===== config.mk =====
export PLATFORM = sky130hd
export DESIGN_NAME = top_k_size_ranking_table
export DESIGN_NICKNAME = d
export VERILOG_FILES = /design/src/sv/tksrt_pkg.sv /design/src/sv/tksrt_store.sv /design/src/sv/tksrt_seq.sv /design/src/sv/top_k_size_ranking_table.sv
export SDC_FILE = /design/constraint.sdc
export NUM_CORES = 1
export LEC_CHECK = 0
export BUFFER_PORTS_ARGS = -buffer_cell sky130_fd_sc_hd__buf_2
export CELL_PAD_IN_SITES_DETAIL_PLACEMENT = 1
export CELL_PAD_IN_SITES_GLOBAL_PLACEMENT = 1
export CORE_UTILIZATION = 35
export CTS_BUF_LIST = sky130_fd_sc_hd__clkbuf_8
export CTS_CLUSTER_SIZE = 16
export DETAILED_ROUTE_END_ITERATION = 7
export PLACE_DENSITY = 0.54
export REMOVE_ABC_BUFFERS = 1
export SETUP_SLACK_MARGIN = 0.3
export SYNTH_ARGS = -nofsm -noshare
export SYNTH_HDL_FRONTEND = slang
export SYNTH_HIERARCHICAL = 1
export SYNTH_SLANG_ARGS = --single-unit

===== constraint.sdc =====
create_clock -name clk -period 7.95 [get_ports clk]
set_input_delay 0.3975 -clock clk [delete_from_list [all_inputs] [get_ports clk]]
set_output_delay 0.3975 -clock clk [all_outputs]
set_load 0.02 [all_outputs]

===== src/sv/tksrt_pkg.sv =====
// Package for the top-k size ranking table.
// Holds the table depth, the operation codes, the request and response
// structs and the command struct from the sequencer to the slot store.
package tksrt_pkg;

  localparam int SLOTS = 10;
  localparam int IDX_W = (SLOTS > 1) ? $clog2(SLOTS) : 1;
  localparam int ID_W = 16;
  localparam int SIZE_W = 16;
  localparam int RANK_W = 4;

  localparam logic [IDX_W-1:0] LAST_IDX = IDX_W'(SLOTS - 1);

  localparam logic [1:0] KIND_CLEAR = 2'd0;
  localparam logic [1:0] KIND_ADD = 2'd1;
  localparam logic [1:0] KIND_LOOKUP = 2'd2;

  typedef struct packed {
    logic [1:0]        kind;
    logic [ID_W-1:0]   net_id;
    logic [SIZE_W-1:0] net_size;
  } req_t;

  typedef struct packed {
    logic [RANK_W-1:0] rank;
    logic              found;
  } rsp_t;

  typedef struct packed {
    logic              clear;
    logic              insert;
    logic [IDX_W-1:0]  pos;
    logic [ID_W-1:0]   id;
    logic [SIZE_W-1:0] size;
  } store_cmd_t;

endpackage


===== src/sv/tksrt_store.sv =====
// Slot store of the ranking table: SLOTS (id, size) pairs in flip-flops.
// One read port at the scan index; clear and insert-with-shift commands.
// Depends on tksrt_pkg.
module tksrt_store (
  input  logic                                clk,
  input  logic                                rst,
  input  tksrt_pkg::store_cmd_t               cmd,
  input  logic [tksrt_pkg::IDX_W-1:0]         rd_idx,
  output logic [tksrt_pkg::ID_W-1:0]          rd_id,
  output logic [tksrt_pkg::SIZE_W-1:0]        rd_size
);
  import tksrt_pkg::*;

  logic [ID_W-1:0]   ids   [SLOTS];
  logic [SIZE_W-1:0] sizes [SLOTS];

  always_ff @(posedge clk) begin
    if (rst || cmd.clear) begin
      for (int m = 0; m < SLOTS; m++) begin
        ids[m]   <= '0;
        sizes[m] <= '0;
      end
    end else if (cmd.insert) begin
      // shift every slot below the insert point down one; last drops off
      for (int m = 1; m < SLOTS; m++) begin
        if (IDX_W'(m) > cmd.pos) begin
          ids[m]   <= ids[m-1];
          sizes[m] <= sizes[m-1];
        end
      end
      ids[cmd.pos]   <= cmd.id;
      sizes[cmd.pos] <= cmd.size;
    end
  end

  assign rd_id   = ids[rd_idx];
  assign rd_size = sizes[rd_idx];

endmodule


===== src/sv/tksrt_seq.sv =====
// Sequencer of the ranking table: takes a request, walks the slots one per
// cycle through a single compare unit, and registers the response.
// Depends on tksrt_pkg.
module tksrt_seq (
  input  logic                          clk,
  input  logic                          rst,
  input  tksrt_pkg::req_t               req,
  input  logic                          req_valid,
  output logic                          req_ready,
  output tksrt_pkg::rsp_t               rsp,
  output logic                          rsp_valid,
  input  logic                          rsp_ready,
  output tksrt_pkg::store_cmd_t         cmd,
  output logic [tksrt_pkg::IDX_W-1:0]   rd_idx,
  input  logic [tksrt_pkg::ID_W-1:0]    rd_id,
  input  logic [tksrt_pkg::SIZE_W-1:0]  rd_size
);
  import tksrt_pkg::*;

  typedef enum logic [1:0] {
    S_IDLE,
    S_SCAN,
    S_FINISH
  } state_t;

  state_t            state;
  logic [1:0]        kind;
  logic [ID_W-1:0]   id;
  logic [SIZE_W-1:0] size;
  logic [IDX_W-1:0]  idx;
  logic [RANK_W-1:0] rank;
  logic              found;
  logic              match;

  // shared compare: size order for add, id equality for lookup
  assign match = (kind == KIND_ADD) ? (size > rd_size) : (id == rd_id);

  assign rd_idx    = idx;
  assign req_ready = (state == S_IDLE);

  always_comb begin
    cmd.clear  = (state == S_SCAN) && (kind == KIND_CLEAR);
    cmd.insert = (state == S_SCAN) && (kind == KIND_ADD) && match;
    cmd.pos    = idx;
    cmd.id     = id;
    cmd.size   = size;
  end

  always_ff @(posedge clk) begin
    if (rst) begin
      state     <= S_IDLE;
      rsp_valid <= 1'b0;
    end else begin
      // drop the taken response; the finish state reloads it instead
      if (rsp_valid && rsp_ready && (state != S_FINISH)) begin
        rsp_valid <= 1'b0;
      end
      case (state)
        S_IDLE: begin
          if (req_valid) begin
            kind  <= req.kind;
            id    <= req.net_id;
            size  <= req.net_size;
            idx   <= '0;
            rank  <= '0;
            found <= 1'b0;
            state <= S_SCAN;
          end
        end
        S_SCAN: begin
          case (kind)
            KIND_ADD: begin
              if (match || idx == LAST_IDX) begin
                state <= S_FINISH;
              end else begin
                idx <= idx + 1'b1;
              end
            end
            KIND_LOOKUP: begin
              if (match) begin
                found <= 1'b1;
                rank  <= RANK_W'(idx);
                state <= S_FINISH;
              end else if (idx == LAST_IDX) begin
                state <= S_FINISH;
              end else begin
                idx <= idx + 1'b1;
              end
            end
            default: begin
              state <= S_FINISH;
            end
          endcase
        end
        S_FINISH: begin
          // hold until the response register is free
          if (!rsp_valid || rsp_ready) begin
            rsp_valid  <= 1'b1;
            rsp.rank   <= rank;
            rsp.found  <= found;
            state      <= S_IDLE;
          end
        end
        default: begin
          state <= S_IDLE;
        end
      endcase
    end
  end

endmodule


===== src/sv/top_k_size_ranking_table.sv =====
// Top level of the top-k size ranking table: sequencer plus slot store.
// Depends on tksrt_pkg, tksrt_seq and tksrt_store.
//
//   channel   direction   handshake               payload
//   request   in          req_valid / req_ready   req  (kind, net_id, net_size)
//   response  out         rsp_valid / rsp_ready   rsp  (rank, found)
//
// Flow: a request is accepted in the idle state, scanned one slot per cycle
// through the shared compare unit (a clear issues its command in the scan
// state), and loaded into the response register in the finish state.
// An add writes the new pair and shifts the later slots in the cycle its
// insert point is found. Reset clears every slot to id 0, size 0 at once.
// A new request is taken while an earlier response still waits; its own
// response then holds in the sequencer until the response register frees.
module top_k_size_ranking_table (
  input  logic             clk,
  input  logic             rst,
  input  tksrt_pkg::req_t  req,
  input  logic             req_valid,
  output logic             req_ready,
  output tksrt_pkg::rsp_t  rsp,
  output logic             rsp_valid,
  input  logic             rsp_ready
);
  import tksrt_pkg::*;

  store_cmd_t        cmd;
  logic [IDX_W-1:0]  rd_idx;
  logic [ID_W-1:0]   rd_id;
  logic [SIZE_W-1:0] rd_size;

  // sequencer: owns the handshakes, the scan index and the compare
  tksrt_seq u_seq (
    .clk       (clk),
    .rst       (rst),
    .req       (req),
    .req_valid (req_valid),
    .req_ready (req_ready),
    .rsp       (rsp),
    .rsp_valid (rsp_valid),
    .rsp_ready (rsp_ready),
    .cmd       (cmd),
    .rd_idx    (rd_idx),
    .rd_id     (rd_id),
    .rd_size   (rd_size)
  );

  // slot store: sorted pairs, read at the scan index
  tksrt_store u_store (
    .clk     (clk),
    .rst     (rst),
    .cmd     (cmd),
    .rd_idx  (rd_idx),
    .rd_id   (rd_id),
    .rd_size (rd_size)
  );

endmodule


# Yosys cells after proc, flatten, opt, wreduce, memory -nomap -nowiden
# Memory sizes are Yosys's and may differ from the RTL's. A register that Yosys moved wholly into a read port is not among the register bits.
# Index checks and enable logic that the tools add are counted.
# totals
ramBits	320
memories	2
word_cells	169
reg_bits	51
input_bits	38
# mem_list
memory	words	width	read_ports	rd_ports_with_merged_regs	wr	line_no	text
u_store.ids	10	16	10	1	10	tksrt_store.sv:14	logic [ID_W-1:0] ids [SLOTS];
u_store.sizes	10	16	10	1	10	tksrt_store.sv:15	logic [SIZE_W-1:0] sizes [SLOTS];
# op_classes
addsub	1
reduce_logical	19
magnitude_cmp	10
bitwise	19
n_eq_ne	17
n_mux	91
# ops
operator	count
16-bit two-way mux	20
1-bit two-way mux	50
4-bit two-way mux	10
16-bit OR reduction	2
4-bit one-hot mux with 2 select lines	3
1-bit OR	18
16-bit equality test	1
16-bit greater-than comparator	1
3-bit by 4-bit greater-than comparator with 1-bit output, first input constant	4
3-bit != test, second input constant	4
2-bit two-way mux	5
2-bit by 4-bit greater-than comparator with 1-bit output, first input constant	2
4-bit greater-than comparator, first input constant	2
7-bit AND reduction	1
2-bit != test, second input constant	3
2-bit one-hot mux with 3 select lines	1
3-bit AND reduction	2
1-bit logical AND	5
5-bit AND reduction	1
4-bit by 1-bit adder with 4-bit output, second input constant	1
2-bit by 1-bit equality test with 1-bit output, second input constant	2
2-bit equality test, second input constant	2
4-bit equality test, second input constant	1
1-bit by 4-bit greater-than comparator with 1-bit output, first input constant	1
other kinds (11)	15

# Longest topological paths before layout
# Gate-level depths: netlist of the first run.
# logic_depth
ltp_word	8
mapped_depth	18
mapped_depth_nobuf	13

# Modules after synthesis
# The synthesis of the first run kept the hierarchy.
# modules_own_cells
module	n_inst	cells_each	area_each_um2	seq_area_each_um2
tksrt_store	1	1637	23841.6	15374.7
tksrt_seq	1	177	2373.5	1501.4

# Least setup slack after synthesis of the first run
# OpenSTA, ideal clock, no wires.
# synth_path
path_kind	flip-flop to flip-flop
startpoint	reg u_seq.idx[0], in the netlist u_seq/rd_idx[0]
endpoint	mem u_store.ids[11][0], enable pin
slack_ns	0.987
n_path_buf	3
period_less_slack_ns	6.963
stages_incl_launch_ff	16
t_arrival_ns	6.461
path_cell_list	edfxtp_1 buf_4 clkbuf_1 buf_2 mux4_2 a22oi_1 nand2_1 inv_1 ha_1 nand4_1 nor4_1 a21boi_2 o31ai_1 nor2_1 nand2b_1 nor4_1
# synth_lines
item	line_no	text
start: declaration	tksrt_seq.sv:30	logic [IDX_W-1:0] idx;
start signal: assignment	tksrt_seq.sv:76	idx <= idx + 1'b1;
start signal: assignment	tksrt_seq.sv:87	idx <= idx + 1'b1;
end: declaration	tksrt_store.sv:14	

==> impl_results.md, run 1 <==
* RSZ-0062 raised after global routing: false
* Layout cells sized above 1 at 20.9%
* Fmax at 0.160 GHz
* Hold endpoint: u_seq/rsp_valid$_SDFF_PP0_
* Register area share after synthesis at 64.4%
* Clk Latency, worst-skew pair at 0.72 ns
* DR WL/cell at ~29 um
* Core area at 73,600 um^2
* Crit path launch type: register
* Layout Nets at 1,937
* Leading area contributor after synthesis: edfxtp_1
* Top cell type's share of synthesized area at roughly 64%
* Fill count at 7,480
* Fin cells at 2,925
* WP data arrival at 6.81 ns
* Cells after Synth at between 1,500 and 2,000
* Most frequent cells in the layout: edfxtp_1, nand2_1, mux4_2
* DRT iter0 DRCs at 1,304
* IO Count at 45
* MaxCap Viol Count at 0
* Worst path required time at 8.52 ns
* Ys flop type: edfxtp_1
* Detailed Routing Iterations Pass 1 at 5
* Worst slew pin tran at 1.16 ns
* Max Fanout on Critical Path at 32
* VDD IR max at between 0.00015 and 0.0002 V
* Placed inst area at between 20,000 and 30,000 um^2
* Slew HR at around 22%
* Worst reg-to-reg path cell count at 14
* Post-route cell area at roughly 30,000 um^2
* Worst r2r src: u_seq/rd_idx[3]$_SDFFCE_PN0P_
* Row count at about 100
* First-pass GRT wire length at 123 mm
* Clock skew at 0.0418 ns
* Via count at 16,845
* Clk sinks at between 500 and 600
* Post-DP HPWL at 48.0 mm
* H-tree levels at 3
* CP startpoint: u_seq/rd_idx[3]$_SDFFCE_PN0P_
* Shortest period the worst path allows at 6.24 ns
* DIE WIDTH at 276 um
* Hold Crit Start: rst
* Clk buf depth at 3
* HP Class: input port to register
* Hold Fails Final Rpt at 0
* Post-CTS sizing at 0
* I/O Buffers at 44
* Hold Path Stages at 2
* Syn_area_per_cell at 14.5 um^2
* Area of the mapped netlist at 26,200 um^2
* Area grow syn2layout at 14.0%
* Global route overflow at 0
* Final antenna-violating net count at 0
* R2r setup slk at 1.71 ns
* CTS Root Cell: clkbuf_8
* Initial Utilization at 35.6%
* Synth top area cells: edfxtp_1, mux4_2, nand2_1
* TritonCTS clock tree: yes
* Outcome: completed
* Total CTS buffers at 102
* LEAKAGE at between 10 and 15 nW
* Tcrit/Tclk final at about four fifths
* Gr usage total at roughly 22%
* Number of vias per cell at 5.76
* Yosys cell types at 50
* Async SR Flop Fraction at 0%
* Initial antenna violation count at 2
* Routed Wire Length at approximately 84 mm
* Critical path capture point type: register
* GP Congestion at 0.789
* Yosys reg bits at 563
* Most common cell after layout, fill and taps aside: edfxtp_1
* Die H at 276 um
* Placed Cells at between 2,000 and 3,000
* Post-synth EDFFs at 560
* CTS clk-pin slew, worst paths at 0.06 ns
* Cell Pwr Density at 328 nW/um^2
* Kind of critical path: register to register
* Largest net degree at the start of global routing at 83
* Vias in the first global route at around 18,000
* Final hold slack at 0.0848 ns
* Max Slew Vio Count at 0
* Final setup fails at 0
* DIE AREA at 76,000 um^2
* Reg2reg end: u_store/ids[5][13]$_DFFE_PP_
* Ys Warns at 6
* DRC Markers at 0
[registers in the layout, summed over array words and instances (netlist names), 4 cells and up]
register,flops
u_store/ids,256
u_seq/id,16
u_seq/rd_idx,4
u_seq/size,16
u_store/sizes,256
u_seq/rsp,5
u_seq/rank,4
[final cells by class]
cell class	instances	area (um^2)	area share [%]
flip-flops and latches	563	16900	56.5
clock inverters	79	413	1.38
well taps	959	1200	4.01
clock buffers	109	1500	5.02
diodes	1	2.50	0.00837
inverters	21	78.8	0.264
multi-input cells	1048	8700	29.1
repair buffers	145	1120	3.73
[per-layer routing]
layer	vias up	track usage, %	part of all wire [%]
met2	555	37.1	49
met4	0	6.28	2.2
li1	7185	-	-
met1	8975	30.4	44
met5	-	0	0
met3	130	3.24	4.9
[where the power goes]
| part | total (mW) | internal, mW | switching (mW) |
|---|---|---|---|
| clock network | 2.62 | 1.36 | 1.26 |
| registers | 3.98 | 3.68 | 0.299 |
| logic | 3.20 | 1.16 | 2.04 |
| total | 9.80 | 6.20 | 3.60 |
[synth_stat cells (21+ instances only)]
master / count
buf_2: 35
clkbuf_1: 110
edfxtp_1: 560
a22o_1: 32
inv_1: 21
a32o_1: 64
a22oi_1: 64
a31oi_1: 32
buf_1: 25
nand2_1: 238
a21oi_1: 105
nor2b_1: 68
mux4_2: 128
nor2_1: 115
and3_1: 35
mux2i_1: 64
[through the flow]
stage	setup WS, ns	util, %	total power, mW	setup TNS, ns
finish	1.71	40.6	9.80	0
global route	1.45	40.6	10.2	0
CTS	1.71	40.6	9.91	0
detailed placement	1.76	37.5	7.23	0
global placement	1.92	37.5	7.22	0
floorplan	-5.76	-	6.27	-3350.07
[worst max-delay path, cell delays in order (launching register included)]
cell and delay [ns]:
edfxtp_1 0.89, nor2b_4 0.59, buf_4 0.35, a22oi_1 0.13
nand2_1 0.11, inv_1 0.05, ha_1 0.29, nand4_1 0.14
nor4_1 0.65, a21boi_2 0.30, o31ai_1 0.12, nor2_1 0.51
or4b_4 0.72, nor2_4 0.89, a32o_1 0.31
[worst max-delay path by stage]
stage / slack (ns) / cells after the start / to
2_1_floorplan: -5.76 / 12 / u_store/ids[6][0]$_DFFE_PP_
3_3_place_gp: 1.92 / 14 / u_store/sizes[6][10]$_DFFE_PP_
3_5_place_dp: 1.76 / 14 / u_store/sizes[6][8]$_DFFE_PP_
4_1_cts: 1.71 / 14 / u_store/sizes[6][5]$_DFFE_PP_
5_1_grt: 1.45 / 15 / u_store/ids[13][6]$_DFFE_PP_
6_report: 1.71 / 14 / u_store/ids[5][13]$_DFFE_PP_
[timing repair]
item | 4_1_cts | 5_1_grt
buffers inserted | 0 | 0
hold endpoints to repair | 35 | 0
hold buffers | 35 | 0
[kinds of logic (layout without fill, tap and decap cells)]
kind of cell    after synthesis  count (layout)  synth area share, %
compound gates              319             319                 8.75
xor+xnor                     19              19                0.635
fa+ha+maj                    18              18                0.859
buf+inv                     203             354                 3.21
flops                       563             563                 64.4
mux                         192             192                 13.4
other cells                   0               1                    0
simple gates                500             500                 8.73
Power figures use the tool's default switching activity.
==> inputs of run 2 (changes only) <==
- clock period: 7.95 -> 6.06 ns (I/O delays scaled with it)
==> impl_results.md, run 2 (same netlist as run 1, synthesis figures left out) <==
* Outcome: completed
* Initial Utilization at 35.6%
* Die H at between 200 and 300 um
* Final setup margin at around 0.64 ns
* Worst slew pin tran at 1.16 ns
* Routed Wire Length at between 80 and 90 mm
* Hold Crit Start: req[14]
* Worst path required time at 6.59 ns
* Placed Cells at 2,719
* H-tree levels at 3
* Hold Fails Final Rpt at 0
* Clk sinks at 563
* Via count at around 17,000
* ANT cells at 0
* CP startpoint: u_seq/rd_idx[3]$_SDFFCE_PN0P_
* Global route overflow at 0
* Area grow syn2layout at 14.7%
* DRC Markers at 0
* Slew HR at approximately 23%
* Largest net degree at the start of global routing at 73
* Final setup fails at 0
* Critical path capture point type: register
* IO Count at 45
* Post-DP HPWL at 49.1 mm
* Crit path launch type: register
* Most frequent cells in the layout: edfxtp_1, nand2_1, mux4_2
* Core area at ~74,000 um^2
* Kind of critical path: register to register
* Cell Pwr Density at 426 nW/um^2
* Gr usage total at roughly 22%
* Shortest period the worst path allows at approximately 5.4 ns
* Layout Nets at roughly 2,000
* Fmax at 0.184 GHz
* Fin cells at 2,941
* Final antenna-violating net count at 0
* Row count at 99
* Clock skew at 0.0456 ns
* CTS clk-pin slew, worst paths at ~0.060 ns
* First-pass GRT wire length at 123 mm
* Final hold slack at approximately 0.29 ns
* Top Registers: u_store/ids (256), u_store/sizes (256)
* I/O Buffers at 44
* CP peak stage delay at 0.61 ns
* Worst r2r src: u_seq/rd_idx[3]$_SDFFCE_PN0P_
* DIE AREA at 76,000 um^2
* TritonCTS clock tree: yes
* VDD IR max at 0.000250 V
* RSZ-0062 raised after global routing: false
* DR WL/cell at 28.6 um
* Layout cells sized above 1 at 21.2%
* Initial antenna violation count at 2
* GP Congestion at 0.789
* LEAKAGE at 10.4 nW
* Clk buf depth at 3
* Vias in the first global route at 17,880
* Total CTS buffers at just over 100
* Post-layout util at 40.9%
* Clk Latency, worst-skew pair at 0.72 ns
* Max Slew Vio Count at 0
* HP Class: input port to register
* Tcrit/Tclk final at approximately 90%
* Placed inst area at between 20,000 and 30,000 um^2
* Pre-CTS WS at ~0.68 ns
* Post-CTS sizing at 0
* WP data arrival at around 6.0 ns
* Crit-path slowest cell: nor2_4
* Number of vias per cell at 5.74
* CTS Hold Bufs at 37
* Worst path cell trace: buf_4, nor2_4, a22oi_1, nand2_1, inv_1, ha_1, nand4_1, nor4_1, buf_4, a21boi_2, o31ai_1, nor2_1, nand2b_1, or4_2, buf_4, a21oi_1
* DRT iter0 DRCs at between 1,000 and 1,500
* DIE WIDTH at 276 um
* MaxCap Viol Count at 0
* Max Fanout on Critical Path at between 60 and 70
* Post-route cell area at 30,100 um^2
* Setup bufs post-CTS at 0
* Setup TNS at 0 ns
* CTS Root Cell: clkbuf_8
* Crit path top cell by count: buf_4
* Most common cell after layout, fill and taps aside: edfxtp_1
* Overall Power at 12.8 mW
* Detailed Routing Iterations Pass 1 at 5
## run 2: changes by cell type in the layout (fill, tap and decap cells not counted), sizes merged
cell / before / now
buf: 110 / 128
clkbuf: 109 / 105
clkinv: 38 / 41
clkinvlp: 6 / 4
diode: 1 / 0
dlygate4sd3: 35 / 37
## run 2: layer usage
metal  part of all wire (%)  wire (um)  vias to the layer above  GRT usage, %
met3                    5.4       4530                      139          3.40
met4                    2.4       1980                        0          6.19
li1                       -          -                     7222             -
met1                     45      37600                     8933          31.0
met2                     48      39900                      577          36.5
met5                      0          0                        -             0
## run 2: path summary, 6_finish.rpt
path / end / slack [ns] / depth (start not counted)
worst max register to register: u_store/ids[3][1]$_DFFE_PP_ / 0.64 / 16
worst min-delay path: u_seq/size[14]$_DFFE_PP_ / 0.29 / 2
worst min register to register: u_seq/rsp[1]$_DFFE_PP_ / 0.43 / 0
worst max-delay path: u_store/ids[3][1]$_DFFE_PP_ / 0.64 / 16
## run 2: critical path, delay by kind of cell (launching register included)
kind            cells  cell delay (ns)
flops               1             0.57
fa+ha+maj           1             0.31
simple gates        7             2.51
compound gates      4             0.91
buf+inv             4             0.89
## run 2: power breakdown
group          leakage [nW]  switching (mW)  internal, mW  total, mW
clock network          1.05            1.63          1.72       3.35
logic                  3.82            2.67          1.58       4.25
registers              5.54           0.364          4.83       5.19
total                  10.4            4.66          8.13       12.8
## run 2: area by class of cell
type / count / area (um^2)
Sequential cell: 563 / 16900
Multi-Input combinational cell: 1048 / 8700
Clock inverter: 80 / 405
Timing Repair Buffer: 165 / 1360
Fill cell: 7514 / 43500
Tap cell: 959 / 1200
Inverter: 21 / 78.8
Clock buffer: 105 / 1450
